<file path="src/rtl/hex_byte_string_parser_assert.svh">
// Assertion macros for the hex byte string parser.
// Used by hbsp_queue and hbsp_back; no other dependencies.
`ifndef HEX_BYTE_STRING_PARSER_ASSERT_SVH
`define HEX_BYTE_STRING_PARSER_ASSERT_SVH

`ifndef SYNTH

// Same-cycle implication, disabled during reset.
`define HBSP_ASSERT_IMP(label, clk, rst_n, ante, cons) \
  label: assert property (@(posedge clk) disable iff (!rst_n) (ante) |-> (cons)) \
    else $error("hbsp assertion failed");

// Next-cycle implication, disabled during reset.
`define HBSP_ASSERT_NXT(label, clk, rst_n, ante, cons) \
  label: assert property (@(posedge clk) disable iff (!rst_n) (ante) |=> (cons)) \
    else $error("hbsp assertion failed");

`else

`define HBSP_ASSERT_IMP(label, clk, rst_n, ante, cons)
`define HBSP_ASSERT_NXT(label, clk, rst_n, ante, cons)

`endif

`endif

</file>
<file path="src/rtl/hbsp_pkg.sv">
// Shared types and constants of the hex byte string parser.
// No dependencies; imported by every module of the block.
package hbsp_pkg;

  localparam int MAX_BYTES = 16;
  localparam int CFG_W     = 5;
  localparam int CNT_W     = $clog2(MAX_BYTES + 1);
  localparam int POS_W     = 4;
  localparam int CHAR_W    = 8;
  localparam int BYTE_W    = 8;
  localparam int NIB_W     = 4;

  localparam int QDEPTH    = 4;
  localparam int QPTR_W    = $clog2(QDEPTH);
  localparam int QCNT_W    = $clog2(QDEPTH + 1);

  localparam int OUT_DATA_W = 16;

  localparam logic [CFG_W-1:0]  BYTE_COUNT_RESET = 5'd6;

  localparam logic [CHAR_W-1:0] CH_NUL   = 8'h00;
  localparam logic [CHAR_W-1:0] CH_COLON = 8'h3A;
  localparam logic [CHAR_W-1:0] CH_DOT   = 8'h2E;
  localparam logic [CHAR_W-1:0] CH_0     = 8'h30;
  localparam logic [CHAR_W-1:0] CH_9     = 8'h39;
  localparam logic [CHAR_W-1:0] CH_LA    = 8'h61;
  localparam logic [CHAR_W-1:0] CH_LF    = 8'h66;
  localparam logic [CHAR_W-1:0] CH_UA    = 8'h41;
  localparam logic [CHAR_W-1:0] CH_UF    = 8'h46;

  localparam logic KIND_BYTE   = 1'b0;
  localparam logic KIND_STATUS = 1'b1;
  localparam logic STATUS_OK   = 1'b0;
  localparam logic STATUS_BAD  = 1'b1;

  // One queue entry: the results caused by one accepted character.
  typedef struct packed {
    logic              has_byte;
    logic              has_status;
    logic [BYTE_W-1:0] byte_value;
    logic [POS_W-1:0]  byte_position;
    logic              status;
  } job_t;

endpackage

</file>
<file path="src/rtl/hbsp_front.sv">
// Front end: accepts characters, classifies them and runs the parse state.
// Depends on hbsp_pkg; pushes result jobs into hbsp_queue.
module hbsp_front
  import hbsp_pkg::*;
(
  input  logic              clk,
  input  logic              rst_n,
  input  logic              in_valid,
  input  logic [CHAR_W-1:0] in_char,
  output logic              in_ready,
  input  logic [CFG_W-1:0]  byte_count,
  input  logic              q_full,
  output logic              push,
  output job_t              push_job
);

  localparam logic [1:0] PH_START = 2'd0;
  localparam logic [1:0] PH_ONE   = 2'd1;
  localparam logic [1:0] PH_TWO   = 2'd2;
  localparam logic [1:0] PH_SEP   = 2'd3;

  logic [1:0]       phase_r, phase_nxt;
  logic [NIB_W-1:0] hi_r, hi_nxt;
  logic [NIB_W-1:0] lo_r, lo_nxt;
  logic [CNT_W-1:0] seen_r, seen_nxt;
  logic             err_r, err_nxt;

  logic             accept;
  logic             is_nul, is_sep, is_dec, is_lhex, is_uhex, is_digit;
  logic [NIB_W-1:0] nib;
  logic [CNT_W-1:0] eff_count;
  logic             held;
  logic [BYTE_W-1:0] group;
  logic             nul_byte;
  logic [CNT_W-1:0] seen_plus;

  assign in_ready = !q_full;
  assign accept   = in_valid && in_ready;

  assign is_nul   = (in_char == CH_NUL);
  assign is_sep   = (in_char == CH_COLON) || (in_char == CH_DOT);
  assign is_dec   = (in_char >= CH_0)  && (in_char <= CH_9);
  assign is_lhex  = (in_char >= CH_LA) && (in_char <= CH_LF);
  assign is_uhex  = (in_char >= CH_UA) && (in_char <= CH_UF);
  assign is_digit = is_dec || is_lhex || is_uhex;
  // Letters a-f / A-F have 1..6 in the low nibble.
  assign nib      = is_dec ? in_char[NIB_W-1:0] : in_char[NIB_W-1:0] + 4'd9;

  assign eff_count = (byte_count > CNT_W'(MAX_BYTES)) ? CNT_W'(MAX_BYTES) : byte_count;
  assign held      = (phase_r == PH_ONE) || (phase_r == PH_TWO);
  assign group     = (phase_r == PH_TWO) ? {hi_r, lo_r} : {{(BYTE_W-NIB_W){1'b0}}, hi_r};
  assign nul_byte  = !err_r && held;
  assign seen_plus = seen_r + {{(CNT_W-1){1'b0}}, nul_byte};

  always_comb begin
    phase_nxt = phase_r;
    hi_nxt    = hi_r;
    lo_nxt    = lo_r;
    seen_nxt  = seen_r;
    err_nxt   = err_r;
    push      = 1'b0;
    push_job.has_byte      = 1'b0;
    push_job.has_status    = 1'b0;
    push_job.byte_value    = group;
    push_job.byte_position = seen_r[POS_W-1:0];
    push_job.status        = STATUS_OK;
    if (accept) begin
      if (is_nul) begin
        push                = 1'b1;
        push_job.has_byte   = nul_byte;
        push_job.has_status = 1'b1;
        push_job.status     = (err_r || seen_plus != eff_count) ? STATUS_BAD : STATUS_OK;
        phase_nxt = PH_START;
        hi_nxt    = '0;
        lo_nxt    = '0;
        seen_nxt  = '0;
        err_nxt   = 1'b0;
      end else if (!err_r) begin
        if (is_digit) begin
          case (phase_r)
            PH_START, PH_SEP: begin
              hi_nxt    = nib;
              phase_nxt = PH_ONE;
              if (seen_r >= eff_count) err_nxt = 1'b1;
            end
            PH_ONE: begin
              lo_nxt    = nib;
              phase_nxt = PH_TWO;
              if (seen_r >= eff_count) err_nxt = 1'b1;
            end
            default: err_nxt = 1'b1;
          endcase
        end else if (is_sep) begin
          if (held) begin
            push              = 1'b1;
            push_job.has_byte = 1'b1;
            seen_nxt          = seen_r + CNT_W'(1);
            phase_nxt         = PH_SEP;
          end else begin
            err_nxt = 1'b1;
          end
        end else begin
          err_nxt = 1'b1;
        end
      end
    end
  end

  always_ff @(posedge clk) begin
    if (!rst_n) begin
      phase_r <= PH_START;
      hi_r    <= '0;
      lo_r    <= '0;
      seen_r  <= '0;
      err_r   <= 1'b0;
    end else begin
      phase_r <= phase_nxt;
      hi_r    <= hi_nxt;
      lo_r    <= lo_nxt;
      seen_r  <= seen_nxt;
      err_r   <= err_nxt;
    end
  end

endmodule

</file>
<file path="src/rtl/hbsp_queue.sv">
// Short job queue between the front end and the emitter.
// Depends on hbsp_pkg and the assertion macro header.
`include "hex_byte_string_parser_assert.svh"

module hbsp_queue
  import hbsp_pkg::*;
(
  input  logic clk,
  input  logic rst_n,
  input  logic push,
  input  job_t push_job,
  input  logic pop,
  output job_t head,
  output logic head_valid,
  output logic full
);

  job_t              mem_r [QDEPTH];
  logic [QPTR_W-1:0] wr_ptr_r, wr_ptr_nxt;
  logic [QPTR_W-1:0] rd_ptr_r, rd_ptr_nxt;
  logic [QCNT_W-1:0] cnt_r, cnt_nxt;

  assign head       = mem_r[rd_ptr_r];
  assign head_valid = (cnt_r != '0);
  assign full       = (cnt_r == QCNT_W'(QDEPTH));

  always_comb begin
    wr_ptr_nxt = push ? wr_ptr_r + QPTR_W'(1) : wr_ptr_r;
    rd_ptr_nxt = pop  ? rd_ptr_r + QPTR_W'(1) : rd_ptr_r;
    cnt_nxt    = cnt_r + QCNT_W'(push) - QCNT_W'(pop);
  end

  always_ff @(posedge clk) begin
    if (push) mem_r[wr_ptr_r] <= push_job;
  end

  always_ff @(posedge clk) begin
    if (!rst_n) begin
      wr_ptr_r <= '0;
      rd_ptr_r <= '0;
      cnt_r    <= '0;
    end else begin
      wr_ptr_r <= wr_ptr_nxt;
      rd_ptr_r <= rd_ptr_nxt;
      cnt_r    <= cnt_nxt;
    end
  end

  `HBSP_ASSERT_IMP(a_cnt_bound, clk, rst_n, 1'b1, cnt_r <= QCNT_W'(QDEPTH))
  `HBSP_ASSERT_IMP(a_pop_nonempty, clk, rst_n, pop, cnt_r != '0)
  `HBSP_ASSERT_IMP(a_push_room, clk, rst_n, push && !pop, !full)

endmodule

</file>
<file path="src/rtl/hbsp_back.sv">
// Back end: turns queued jobs into result beats behind an output register.
// Depends on hbsp_pkg and the assertion macro header.
`include "hex_byte_string_parser_assert.svh"

module hbsp_back
  import hbsp_pkg::*;
(
  input  logic              clk,
  input  logic              rst_n,
  input  job_t              head,
  input  logic              head_valid,
  output logic              pop,
  output logic              out_valid,
  input  logic              out_ready,
  output logic              out_kind,
  output logic [BYTE_W-1:0] out_byte,
  output logic [POS_W-1:0]  out_pos,
  output logic              out_status,
  output logic              out_last
);

  logic              vld_r, vld_nxt;
  logic              byte_done_r, byte_done_nxt;
  logic              kind_r, status_r, last_r;
  logic [BYTE_W-1:0] byte_r;
  logic [POS_W-1:0]  pos_r;

  logic              load;
  logic              byte_beat;

  assign load      = !vld_r || out_ready;
  assign byte_beat = head.has_byte && !byte_done_r;
  // A byte followed by a status stays at the head until the status goes out.
  assign pop       = load && head_valid && !(byte_beat && head.has_status);

  always_comb begin
    vld_nxt       = vld_r;
    byte_done_nxt = byte_done_r;
    if (load) begin
      vld_nxt = head_valid;
      if (head_valid) byte_done_nxt = !pop;
    end
  end

  always_ff @(posedge clk) begin
    if (!rst_n) begin
      vld_r       <= 1'b0;
      byte_done_r <= 1'b0;
    end else begin
      vld_r       <= vld_nxt;
      byte_done_r <= byte_done_nxt;
    end
  end

  always_ff @(posedge clk) begin
    if (load && head_valid) begin
      if (byte_beat) begin
        kind_r   <= KIND_BYTE;
        byte_r   <= head.byte_value;
        pos_r    <= head.byte_position;
        status_r <= STATUS_OK;
        last_r   <= !head.has_status;
      end else begin
        kind_r   <= KIND_STATUS;
        byte_r   <= '0;
        pos_r    <= '0;
        status_r <= head.status;
        last_r   <= 1'b1;
      end
    end
  end

  assign out_valid  = vld_r;
  assign out_kind   = kind_r;
  assign out_byte   = byte_r;
  assign out_pos    = pos_r;
  assign out_status = status_r;
  assign out_last   = last_r;

  `HBSP_ASSERT_IMP(a_split_head, clk, rst_n, byte_done_r,
                   head_valid && head.has_byte && head.has_status)
  `HBSP_ASSERT_IMP(a_status_last, clk, rst_n, vld_r && kind_r == KIND_STATUS, last_r)
  `HBSP_ASSERT_NXT(a_split_status, clk, rst_n, load && head_valid && byte_beat && head.has_status,
                   byte_done_r)

endmodule

</file>
<file path="src/rtl/hex_byte_string_parser.sv">
// Hex byte string parser: accepts one character per cycle, every cycle, as long as the
// four-entry result queue has room; the per-character parse is a registered state update,
// so the input rate is bounded only by the output port. A terminating NUL that closes a
// pending group causes two results (the byte, then the status) on the output port; all
// other characters cause at most one result. A result passes through the queue entry,
// written at the accepting edge, then the output register, which loads from the queue head
// when empty or being read. byte_count (5 bits, reset 6) is written through the cfg port;
// the user must do so only while the block is idle, which the block does not enforce.
// Depends on hbsp_pkg, hbsp_front, hbsp_queue and hbsp_back.
module hex_byte_string_parser
  import hbsp_pkg::*;
(
  input  logic                  clk,
  input  logic                  rst_n,
  input  logic                  in_tvalid,
  output logic                  in_tready,
  input  logic [CHAR_W-1:0]     in_tdata,    // [7:0] char_code
  output logic                  out_tvalid,
  input  logic                  out_tready,
  output logic [OUT_DATA_W-1:0] out_tdata,   // [7:0] byte_value, [11:8] byte_position,
                                             // [12] status, [15:13] zero
  output logic                  out_tuser,   // [0] kind
  output logic                  out_tlast,
  input  logic                  cfg_valid,
  output logic                  cfg_ready,
  input  logic [CFG_W-1:0]      cfg_data     // [4:0] byte_count
);

  logic [CFG_W-1:0]  byte_count_r, byte_count_nxt;
  logic              q_full, push, pop, head_valid;
  job_t              push_job, head;
  logic [BYTE_W-1:0] out_byte;
  logic [POS_W-1:0]  out_pos;
  logic              out_status;

  assign cfg_ready      = 1'b1;
  assign byte_count_nxt = (cfg_valid && cfg_ready) ? cfg_data : byte_count_r;

  always_ff @(posedge clk) begin
    if (!rst_n) begin
      byte_count_r <= BYTE_COUNT_RESET;
    end else begin
      byte_count_r <= byte_count_nxt;
    end
  end

  hbsp_front u_front (
    .clk        (clk),
    .rst_n      (rst_n),
    .in_valid   (in_tvalid),
    .in_char    (in_tdata),
    .in_ready   (in_tready),
    .byte_count (byte_count_r),
    .q_full     (q_full),
    .push       (push),
    .push_job   (push_job)
  );

  hbsp_queue u_queue (
    .clk        (clk),
    .rst_n      (rst_n),
    .push       (push),
    .push_job   (push_job),
    .pop        (pop),
    .head       (head),
    .head_valid (head_valid),
    .full       (q_full)
  );

  hbsp_back u_back (
    .clk        (clk),
    .rst_n      (rst_n),
    .head       (head),
    .head_valid (head_valid),
    .pop        (pop),
    .out_valid  (out_tvalid),
    .out_ready  (out_tready),
    .out_kind   (out_tuser),
    .out_byte   (out_byte),
    .out_pos    (out_pos),
    .out_status (out_status),
    .out_last   (out_tlast)
  );

  assign out_tdata = {{(OUT_DATA_W-BYTE_W-POS_W-1){1'b0}}, out_status, out_pos, out_byte};

endmodule

</file>
<file path="config.mk">
export PLATFORM = sky130hd
export DESIGN_NAME = hex_byte_string_parser
export DESIGN_NICKNAME = d
export VERILOG_FILES = /design/src/rtl/hbsp_pkg.sv /design/src/rtl/hbsp_front.sv /design/src/rtl/hbsp_queue.sv /design/src/rtl/hbsp_back.sv /design/src/rtl/hex_byte_string_parser.sv
export VERILOG_INCLUDE_DIRS = /design/src /design/src/rtl
export SDC_FILE = /design/constraint.sdc
export NUM_CORES = 1
export LEC_CHECK = 0
export ABC_AREA = 1
export BUFFER_PORTS_ARGS = -buffer_cell sky130_fd_sc_hd__buf_4
export CAP_MARGIN = 20
export CORE_ASPECT_RATIO = 1.4
export CORE_MARGIN = 4
export CORE_UTILIZATION = 29
export CTS_BUF_LIST = sky130_fd_sc_hd__clkbuf_4 sky130_fd_sc_hd__clkbuf_8 sky130_fd_sc_hd__clkbuf_16
export CTS_CLUSTER_DIAMETER = 80
export DETAILED_ROUTE_END_ITERATION = 8
export PLACE_DENSITY = 0.43
export SETUP_SLACK_MARGIN = 0.1
export SLEW_MARGIN = 20
export SYNTH_ARGS = -nofsm -noshare
export SYNTH_HDL_FRONTEND = slang
export SYNTH_HIERARCHICAL = 1
export SYNTH_SLANG_ARGS = --single-unit
</file>
<file path="constraint.sdc">
create_clock -name clk -period 2.5 [get_ports clk]
set_input_delay 0.25 -clock clk [delete_from_list [all_inputs] [get_ports clk]]
set_output_delay 0.25 -clock clk [all_outputs]
set_load 0.05 [all_outputs]
</file>
=== Word-level counts from Yosys, hierarchy flattened ===
Memories as Yosys holds them, arrays and structs flattened. A register that Yosys moved wholly into a read port is not among the register bits.
Index checks and enable logic that the tools add are counted.

* Flip-flop bits (word level): 45
* RAM bits: 60
* Bits of input ports: 18
* Output and inout port bits: 21
* Memories kept: 1

* $add $sub $neg: 7
* Order comparisons: 8
* Equal/unequal tests: 10
* Muxes and demuxes: 46
* Reductions and logical operators: 39

{| class="wikitable"
|+ Memory list
! name !! words !! width !! rd ports !! clocked after Yosys merged registers in !! wr ports !! RTL line !! RTL
|-
| u_queue.mem_r || 4 || 15 || 1 || 1 || 1 || hbsp_queue.sv:18 || <nowiki>job_t mem_r [QDEPTH];</nowiki>
|}

{| class="wikitable"
|+ Operators with widths
! cell !! number
|-
| $mux 4 || 9
|-
| $mux 5 || 6
|-
| $mux 1 || 21
|-
| $eq 8x6->1 const B || 2
|-
| $ge 8x7->1 const B || 2
|-
| $le 8x7->1 const B || 2
|-
| $mux 2 || 8
|-
| $reduce_and 5->1 || 2
|-
| $reduce_bool 2->1 || 5
|-
| $logic_and 1x1->1 || 9
|-
| $reduce_bool 3->1 || 3
|-
| $ge 8x6->1 const B || 1
|-
| $le 8x6->1 const B || 1
|-
| $logic_not 8->1 || 1
|-
| $mux 8 || 1
|-
| $reduce_and 4->1 || 2
|-
| $logic_not 1->1 || 7
|-
| $logic_or 1x1->1 || 6
|-
| $add 5x1->5 || 1
|-
| $add 5x1->5 const B || 1
|-
| $ge 5x5->1 || 1
|-
| $gt 5x5->1 const B || 1
|-
| $ne 5x5->1 || 1
|-
| $add 2x1->2 const B || 2
|-
| 14 further kinds || 15
|}

=== Logic depth before layout (Yosys ltp) ===
Gate-level depths: netlist of run 1.

* Depth after elaboration: 10
* Depth in mapped cells: 15
* Depth with buffers taken out: 15

=== Cells and area by module ===
The synthesis of run 1 kept the hierarchy.

{| class="wikitable"
|+ By module, submodules not included
! module !! instances !! cells an instance !! area each (sq um) !! seq. area each (sq um)
|-
| hbsp_queue || 1 || 230 || 2,879.0 || 1,981.9
|-
| hbsp_front || 1 || 248 || 1,599.0 || 320.3
|-
| hbsp_back || 1 || 57 || 678.2 || 490.5
|-
| hex_byte_string_parser || 1 || 35 || 249.0 || 100.1
|}

=== Least setup slack after synthesis of run 1 ===
OpenSTA, ideal clock, no wires.

* Path kind: register -> register
* From: reg u_queue.cnt_r[1]
* To: reg u_queue.cnt_r[1]
* Library setup time: 109 ps
* Arrival: 2,144 ps
* Path slack: 247 ps
* Stages on the path, launching flop included: 15
* Buffers on the path: 0
* Clock period less this slack: 2,253 ps
* Cells stage by stage: dfxtp_1 inv_1 nand2_1 nor2_1 inv_1 nand2_1 inv_1 nand2_1 o21ai_2 nand2_4 nor2_8 ha_1 fa_1 nand2_1 inv_1

* Longest elaborated chain between the ends: 6
* Elaborated cells between the ends (all ways): 9
* Those cells by class: 2 x add/sub; 1 x eq/ne; 1 x mux; 5 x reduce/logical

{| class="wikitable"
|+ Ends and longest elaborated chain
! what !! RTL line !! RTL
|-
| start, declared || hbsp_queue.sv:21 || <nowiki>logic [QCNT_W-1:0] cnt_r, cnt_nxt;</nowiki>
|-
| start signal, assigned || hbsp_queue.sv:45 || <nowiki>cnt_r <= cnt_nxt;</nowiki>
|-
| $eq 3x3->1 || hbsp_queue.sv:25 || <nowiki>assign full = (cnt_r == QCNT_W'(QDEPTH));</nowiki>
|-
| named net q_full || hex_byte_string_parser.sv:30 || <nowiki>logic q_full, push, pop, head_valid;</nowiki>
|-
| $logic_not 1->1 || hbsp_front.sv:37 || <nowiki>assign in_ready = !q_full;</nowiki>
|-
| named net in_tready || hex_byte_string_parser.sv:16 || <nowiki>output logic in_tready,</nowiki>
|-
| $logic_and 1x1->1 || hbsp_front.sv:38 || <nowiki>assign accept = in_valid && in_ready;</nowiki>
|-
| $mux 1 || hbsp_front.sv:67 || <nowiki>if (accept) begin</nowiki>
|-
| named net push || hex_byte_string_parser.sv:30 ||
|-
| $add 3x1->3 || hbsp_queue.sv:30 || <nowiki>cnt_nxt = cnt_r + QCNT_W'(push) - QCNT_W'(pop);</nowiki>
|-
| $sub 3x1->3 || hbsp_queue.sv:30 ||
|-
| named net u_queue.cnt_nxt[1] || hbsp_queue.sv:21 ||
|}

The timed path passes the listed nets, and every way through them passes these cells.
A chain may end at the register's enable or synchronous reset.

==> run metrics, run 1 <==
status=finished, final reports clean; Row Count=58; Worst EP required=2.59 ns; area share of xor/xnor cells in the synthesized design=0.972%; nets@finish=648; Tmin final=2.22 ns; #FFs+latches synth=107; slowest stage cell, crit path=dfxtp_1; CTS resizes=0; Ys Warns=6; Unique masters post-synth=38; clock latency on the worst-skew pair=0.34 ns; post-synthesis adder-cell area fraction=5.23%; die width=123 um; Util after Layout=34.5%; critical path arrival=2.31 ns; Final Cycle Share=88.9%; Int Power=3.46 mW; Synth Area in Compound Gates=10.3%; hold slack=0.108 ns; Area Growth Syn to Fin=15.8%; vias post-DR=3,646; CP Launch Type=register; worst slew pin tran=0.612 ns; global-route usage over all layers=10.8%; Setup TNS=0 ns; full die area=20,900 sq um; mux share of post-synthesis cell area=0.625%; max-slew violations=0; vias in the first global route=3,641; Min-Delay Path Depth=3; first-pass iteration count of the detailed router=4; Post-CTS Setup Repair Bufs=0; TritonCTS clock tree=built; worst vdd ir=363 uV; clock share of power=26.1%; hold-fix buffers at CTS=0; Max-slew headroom=58.8%; Power Density=865 nW/um^2; I/O pin count=39; cell count after synthesis=570; Logic pwr share=32.8%; switch share=36.1%; Max Clock Freq=450 MHz; # setup viols final=0; Post-Synth Simple-Gate Area=17.8%; Antenna Cells=0; Final ANT Viol Nets=0; most frequent cells in the layout=nand2_1 (110), inv_1 (100), edfxtp_1 (75); share of power burned in registers=41.1%; initial DRC count=167; sequential share of the synthesized area=53.5%; Largest stage delay, worst path=0.35 ns; endpoints failing hold=0; FF-to-FF path depth=12; critical-path cell list=inv_1, ha_4, nor2_2, ha_1, ha_2, nand3_1, xnor2_1, o21ai_0, a21oi_1, nand3_1, nand2_1, inv_1; static leakage=2.71 nW; core box area=18,100 sq um; main combinational cell family by area after synthesis=simple AND/OR/NAND/NOR gates; clock skew=0.00984 ns; GPL Wtd Cong=0.782; CTS root buffer=clkbuf_16; most common cell after layout, fill and taps aside=nand2_1; global-route wire length before repair=17,600 um; antenna violations before repair=0; Post-Syn Area per Cell=9.48 sq um; Sink Count=107; Die H=170 um; Buffers on Ports=34; number of max-cap violations=0; fill cell count=1,917; drt total wl=10,600 um; fraction of registers with async set/reset=0%; P_sw=1.96 mW; CTS H-Tree Depth=3; number of flops mapped to enable cells by yosys=75; routed vias/inst=4.27; Mapped Area=5410 sq um; drt wl/cell=12.4 um; Critical Path Sink Type=register; critical setup path kind=register to register; Most used DFF post-synth=edfxtp_1; DRC violations left=0; layout cells sized above 1=20.7%; Initial Util=29.8%; CP Max Fanout=4; hpwl dp=7810 um; GR Overflow Total=0; CTS Buffer Depth=2; RSZ-0062 raised after global routing=false; CTS Buf Count=9; pin count of the biggest net entering global routing=33; Hold Crit Class=input port to register; clock slew at reported path FFs=0.07 ns
==> worst max-delay path: cells and delay by family, from the launching register on <==
| family | cells | cell delay, ns |
|---|---|---|
| fa+ha+maj | 3 | 0.66 |
| flops | 1 | 0.35 |
| simple gates | 4 | 0.33 |
| xor+xnor | 1 | 0.23 |
| compound gates | 2 | 0.22 |
| buf+inv | 2 | 0.16 |
==> per-layer routing <==
metal | routed length, um | global-route usage (%) | up-vias
met5 | 0 | 0 | -
met4 | 360 | 5.64 | 0
met3 | 311 | 1.83 | 24
met2 | 5430 | 18.9 | 58
met1 | 4480 | 12.4 | 1673
li1 | - | - | 1891
==> state kept, by name, indices dropped and copies added, names as in the netlist, named ones only <==
| name | flops |
|---|---|
| u_back/out_kind | 1 |
| u_back/out_byte | 8 |
| byte_count_r | 5 |
| u_back/out_status | 1 |
| u_queue/cnt_r | 3 |
| u_queue/mem_r | 60 |
| u_front/seen_r | 5 |
| u_queue/rd_ptr_r | 2 |
| u_queue/wr_ptr_r | 2 |
| u_front/phase_r | 2 |
| u_back/byte_done_r | 1 |
| u_back/out_pos | 4 |
| u_front/hi_r | 4 |
| u_front/lo_r | 4 |
| u_back/out_valid | 1 |
| u_back/out_last | 1 |
| u_front/err_r | 1 |
==> per-stage QoR <==
step	cells	setup WS [ns]	instance area, sq um	power, mW
6_report	853	0.278	6260	5.42
2_1_floorplan	572	0.247	5410	3.69
3_5_place_dp	837	0.213	5930	4.09
5_1_grt	853	0.101	6260	5.76
4_1_cts	853	0.204	6240	5.52
3_3_place_gp	837	0.263	5930	4.06
==> cells in the mapped netlist, types with 10 or more instances <==
master | count | share of area, %
a21oi_1 | 19 | 1.8
a21oi_2 | 16 | 2.6
dfxtp_1 | 32 | 12
edfxtp_1 | 75 | 42
ha_1 | 21 | 4.9
inv_1 | 100 | 6.9
nand2_1 | 110 | 7.6
nand2_2 | 10 | 1.2
nand3_1 | 19 | 1.8
nor2_1 | 48 | 3.3
o211ai_1 | 16 | 2.2
o21ai_0 | 11 | 1.0
o21ai_1 | 19 | 1.8
==> area by class of cell <==
| cell class | instances | area (sq um) | area share, % |
|---|---|---|---|
| Sequential cell | 107 | 2890 | 46.2 |
| Timing Repair Buffer | 50 | 425 | 6.79 |
| Clock buffer | 11 | 264 | 4.22 |
| Multi-Input combinational cell | 333 | 1930 | 30.8 |
| Inverter | 107 | 407 | 6.49 |
| Tap cell | 240 | 300 | 4.80 |
| Clock inverter | 5 | 42.5 | 0.679 |
==> cells by family (layout without fill, tap and decap cells) <==
| kind of cell | after synthesis | count (layout) |
|---|---|---|
| AOI/OAI and AO/OA | 87 | 87 |
| xor gates and xnor gates | 6 | 6 |
| DFF | 107 | 107 |
| and+or+nand+nor | 211 | 211 |
| muxes | 3 | 3 |
| buffers and inverters | 132 | 173 |
| adders and majority gates | 22 | 22 |
| other | 2 | 4 |
==> final timing paths <==
kind / start / end / slack (ns)
max: u_front/phase_r[0]$_SDFFE_PN0P_ / u_queue/mem_r[1][0]$_DFFE_PP_ / 0.28
min: cfg_data[2] / byte_count_r[2]$_SDFFE_PN1P_ / 0.11
max reg2reg: u_front/phase_r[0]$_SDFFE_PN0P_ / u_queue/mem_r[1][0]$_DFFE_PP_ / 0.28
min reg2reg: u_front/lo_r[1]$_SDFFE_PN0P_ / u_front/lo_r[1]$_SDFFE_PN0P_ / 0.47
==> power groups by stage <==
| stage | combinational (mW) | sequential, mW | clock, mW |
|---|---|---|---|
| floorplan | 0.997 | 2.69 | 0 |
| finish | 1.78 | 2.23 | 1.41 |
| global route | 1.99 | 2.25 | 1.52 |
| CTS | 1.82 | 2.23 | 1.47 |
| global placement | 1.79 | 2.27 | 0 |
| detailed placement | 1.82 | 2.27 | 0 |
(Power assumes the default switching activity.)
==> run 2, diff against run 1 <==
--- a/config.mk
+++ b/config.mk
@@ -7,7 +7,6 @@
 export NUM_CORES = 1
 export LEC_CHECK = 0
 export ABC_AREA = 1
-export BUFFER_PORTS_ARGS = -buffer_cell sky130_fd_sc_hd__buf_4
 export CAP_MARGIN = 20
 export CORE_ASPECT_RATIO = 1.4
 export CORE_MARGIN = 4
@@ -15,7 +14,8 @@
 export CTS_BUF_LIST = sky130_fd_sc_hd__clkbuf_4 sky130_fd_sc_hd__clkbuf_8 sky130_fd_sc_hd__clkbuf_16
 export CTS_CLUSTER_DIAMETER = 80
 export DETAILED_ROUTE_END_ITERATION = 8
-export PLACE_DENSITY = 0.43
+export DONT_BUFFER_PORTS = 1
+export PLACE_DENSITY = 0.42
 export SETUP_SLACK_MARGIN = 0.1
 export SLEW_MARGIN = 20
 export SYNTH_ARGS = -nofsm -noshare
==> run 2 against run 1 <==
Net effect:
- global-route usage increased by 0.074 points
- sequential power grew 21%
- die area is the same
- worst setup slack better by 0.050 ns
- combinational power is 38% lower
- sequential share of layout area up 1.9 points
- utilization fell by 1.3 points
- clock-buffer cell count fell by 2
- highest routed layer unchanged
==> run metrics, run 2 (same netlist as run 1, synthesis figures left out) <==
RSZ-0062 raised after global routing=false; Final Cycle Share=86.9%; hpwl dp=7510 um; Largest stage delay, worst path=0.48 ns; core box area=18,100 sq um; CTS root buffer=clkbuf_16; Buffers on Ports=0; Tmin final=2.17 ns; Logic pwr share=21.2%; worst vdd ir=298 uV; TritonCTS clock tree=built; critical setup path kind=register to register; antenna violations before repair=0; first-pass iteration count of the detailed router=4; GPL Wtd Cong=0.768; Max Clock Freq=460 MHz; Crit path top cell by count=ha_1; Final ANT Viol Nets=0; slowest stage cell, crit path=dfxtp_1; PnR worst setup slack=0.328 ns; Int Power=3.30 mW; CTS H-Tree Depth=3; DRC violations left=0; I/O pin count=39; most frequent cells in the layout=nand2_1 (110), inv_1 (100), edfxtp_1 (75); Largest register FFs=60; critical path arrival=2.42 ns; Die H=170 um; Initial Util=29.8%; most common cell after layout, fill and taps aside=nand2_1; pre-CTS WS=0.209 ns; Setup TNS=0 ns; Area after DPL=5680 sq um; drt total wl=10,500 um; number of max-cap violations=0; routed vias/inst=4.28; vias post-DR=3,518; CP Launch Type=register; static leakage=2.55 nW; CTS Buffer Depth=2; CTS Buf Count=9; Worst Hold Launch=rst_n; Antenna Cells=0; Post-CTS Setup Repair Bufs=0; max-slew violations=0; Cells after DPL=804; initial DRC count=123; clock latency on the worst-skew pair=0.35 ns; Design Area, Final=6020 sq um; Critical Path Sink Type=register; status=finished, final reports clean; Largest Register=u_queue/mem_r; pin count of the biggest net entering global routing=29; Worst EP required=2.74 ns; Power Density=866 nW/um^2; # setup viols final=0; worst slew pin tran=0.602 ns; Min-Delay Path Depth=2; R2R Setup Slk=0.33 ns; Worst R2R End=u_queue/cnt_r[2]$_SDFF_PN0_; drt wl/cell=12.7 um; global-route wire length before repair=17,500 um; Sink Count=107; die width=123 um; Final Instance Count excl. Fillers=822; global-route usage over all layers=10.9%; Total Power=5.21 mW; clock skew=0.00539 ns; clock slew at reported path FFs=0.07 ns; share of power burned in registers=51.9%; Area Growth Syn to Fin=11.4%; critical-path cell list=o211ai_1, nand2_1, nand2_4, nor2_4, nor2_2, ha_1, inv_1, ha_1, fa_1, a21oi_1, nor2_1; endpoints failing hold=0; Hold EP=byte_count_r[0]$_SDFFE_PN0P_; CP Max Fanout=6; switch share=36.6%; nets@finish=617; layout cells sized above 1=16.0%; FF-to-FF path depth=11; Hold Crit Class=input port to register; P_sw=1.91 mW; GR Overflow Total=0; Row Count=58; full die area=20,900 sq um; vias in the first global route=3,462; Max-slew headroom=59.8%; clock share of power=26.9%
-- run 2: power groups by stage --
stage / logic [mW] / registers (mW) / clock network, mW
final: 1.11 / 2.70 / 1.40
after global routing: 1.29 / 2.73 / 1.52
after CTS: 1.14 / 2.71 / 1.46
after detailed placement: 1.13 / 2.75 / 0
after global placement: 1.11 / 2.75 / 0
after floorplan: 0.997 / 2.69 / 0
-- run 2: how the worst max path moves through the flow --
stage,endpoint,slack (ns),depth (start not counted)
3_3_place_gp,u_queue/mem_r[0][0]$_DFFE_PP_,0.27,12
5_1_grt,u_queue/mem_r[0][0]$_DFFE_PP_,0.10,11
3_5_place_dp,u_queue/mem_r[2][0]$_DFFE_PP_,0.21,12
2_1_floorplan,u_queue/cnt_r[1]$_SDFF_PN0_,0.25,14
6_report,u_queue/cnt_r[2]$_SDFF_PN0_,0.33,11
4_1_cts,u_queue/mem_r[1][0]$_DFFE_PP_,0.19,12
-- run 2: stage by stage --
| stage | utilization [%] | hold WS [ns] |
|---|---|---|
| after floorplan | - | 0.334 |
| after global placement | 31.3 | 0.338 |
| after detailed placement | 31.3 | 0.346 |
| after CTS | 33.0 | 0.00139 |
| after global routing | 33.2 | 0.00977 |
| final | 33.2 | 0.0238 |
-- run 2: layout make-up --
class | instances | area, sq um
clock buffer | 9 | 225
clock inverter | 7 | 68.8
fill | 1891 | 12100
inverter | 107 | 407
multi-input combinational | 333 | 1930
sequential | 107 | 2900
tap | 240 | 300
timing repair buffer | 19 | 198
-- run 2: timing repair --
item | in CTS | in global routing
hold buffers | 2 | 0
endpoints found under the hold margin | 4 | 0
endpoints found under the setup margin | 0 | 5
resized for setup | 0 | 4
-- run 2: per-layer routing --
| layer | track usage (%) | up-vias | routed length [um] |
|---|---|---|---|
| met1 | 12.5 | 1619 | 4580 |
| met2 | 19.1 | 57 | 5300 |
| met4 | 4.10 | 0 | 218 |
| li1 | - | 1829 | - |
| met3 | 2.93 | 13 | 372 |
| met5 | 0 | - | 0 |
-- run 2: worst max-delay path, delay by kind of cell, from the launching register on --
family,cells,cell delay [ns]
buf+inv,1,0.04
flops,1,0.48
simple gates,5,0.45
fa+ha+maj,3,0.84
compound gates,2,0.27
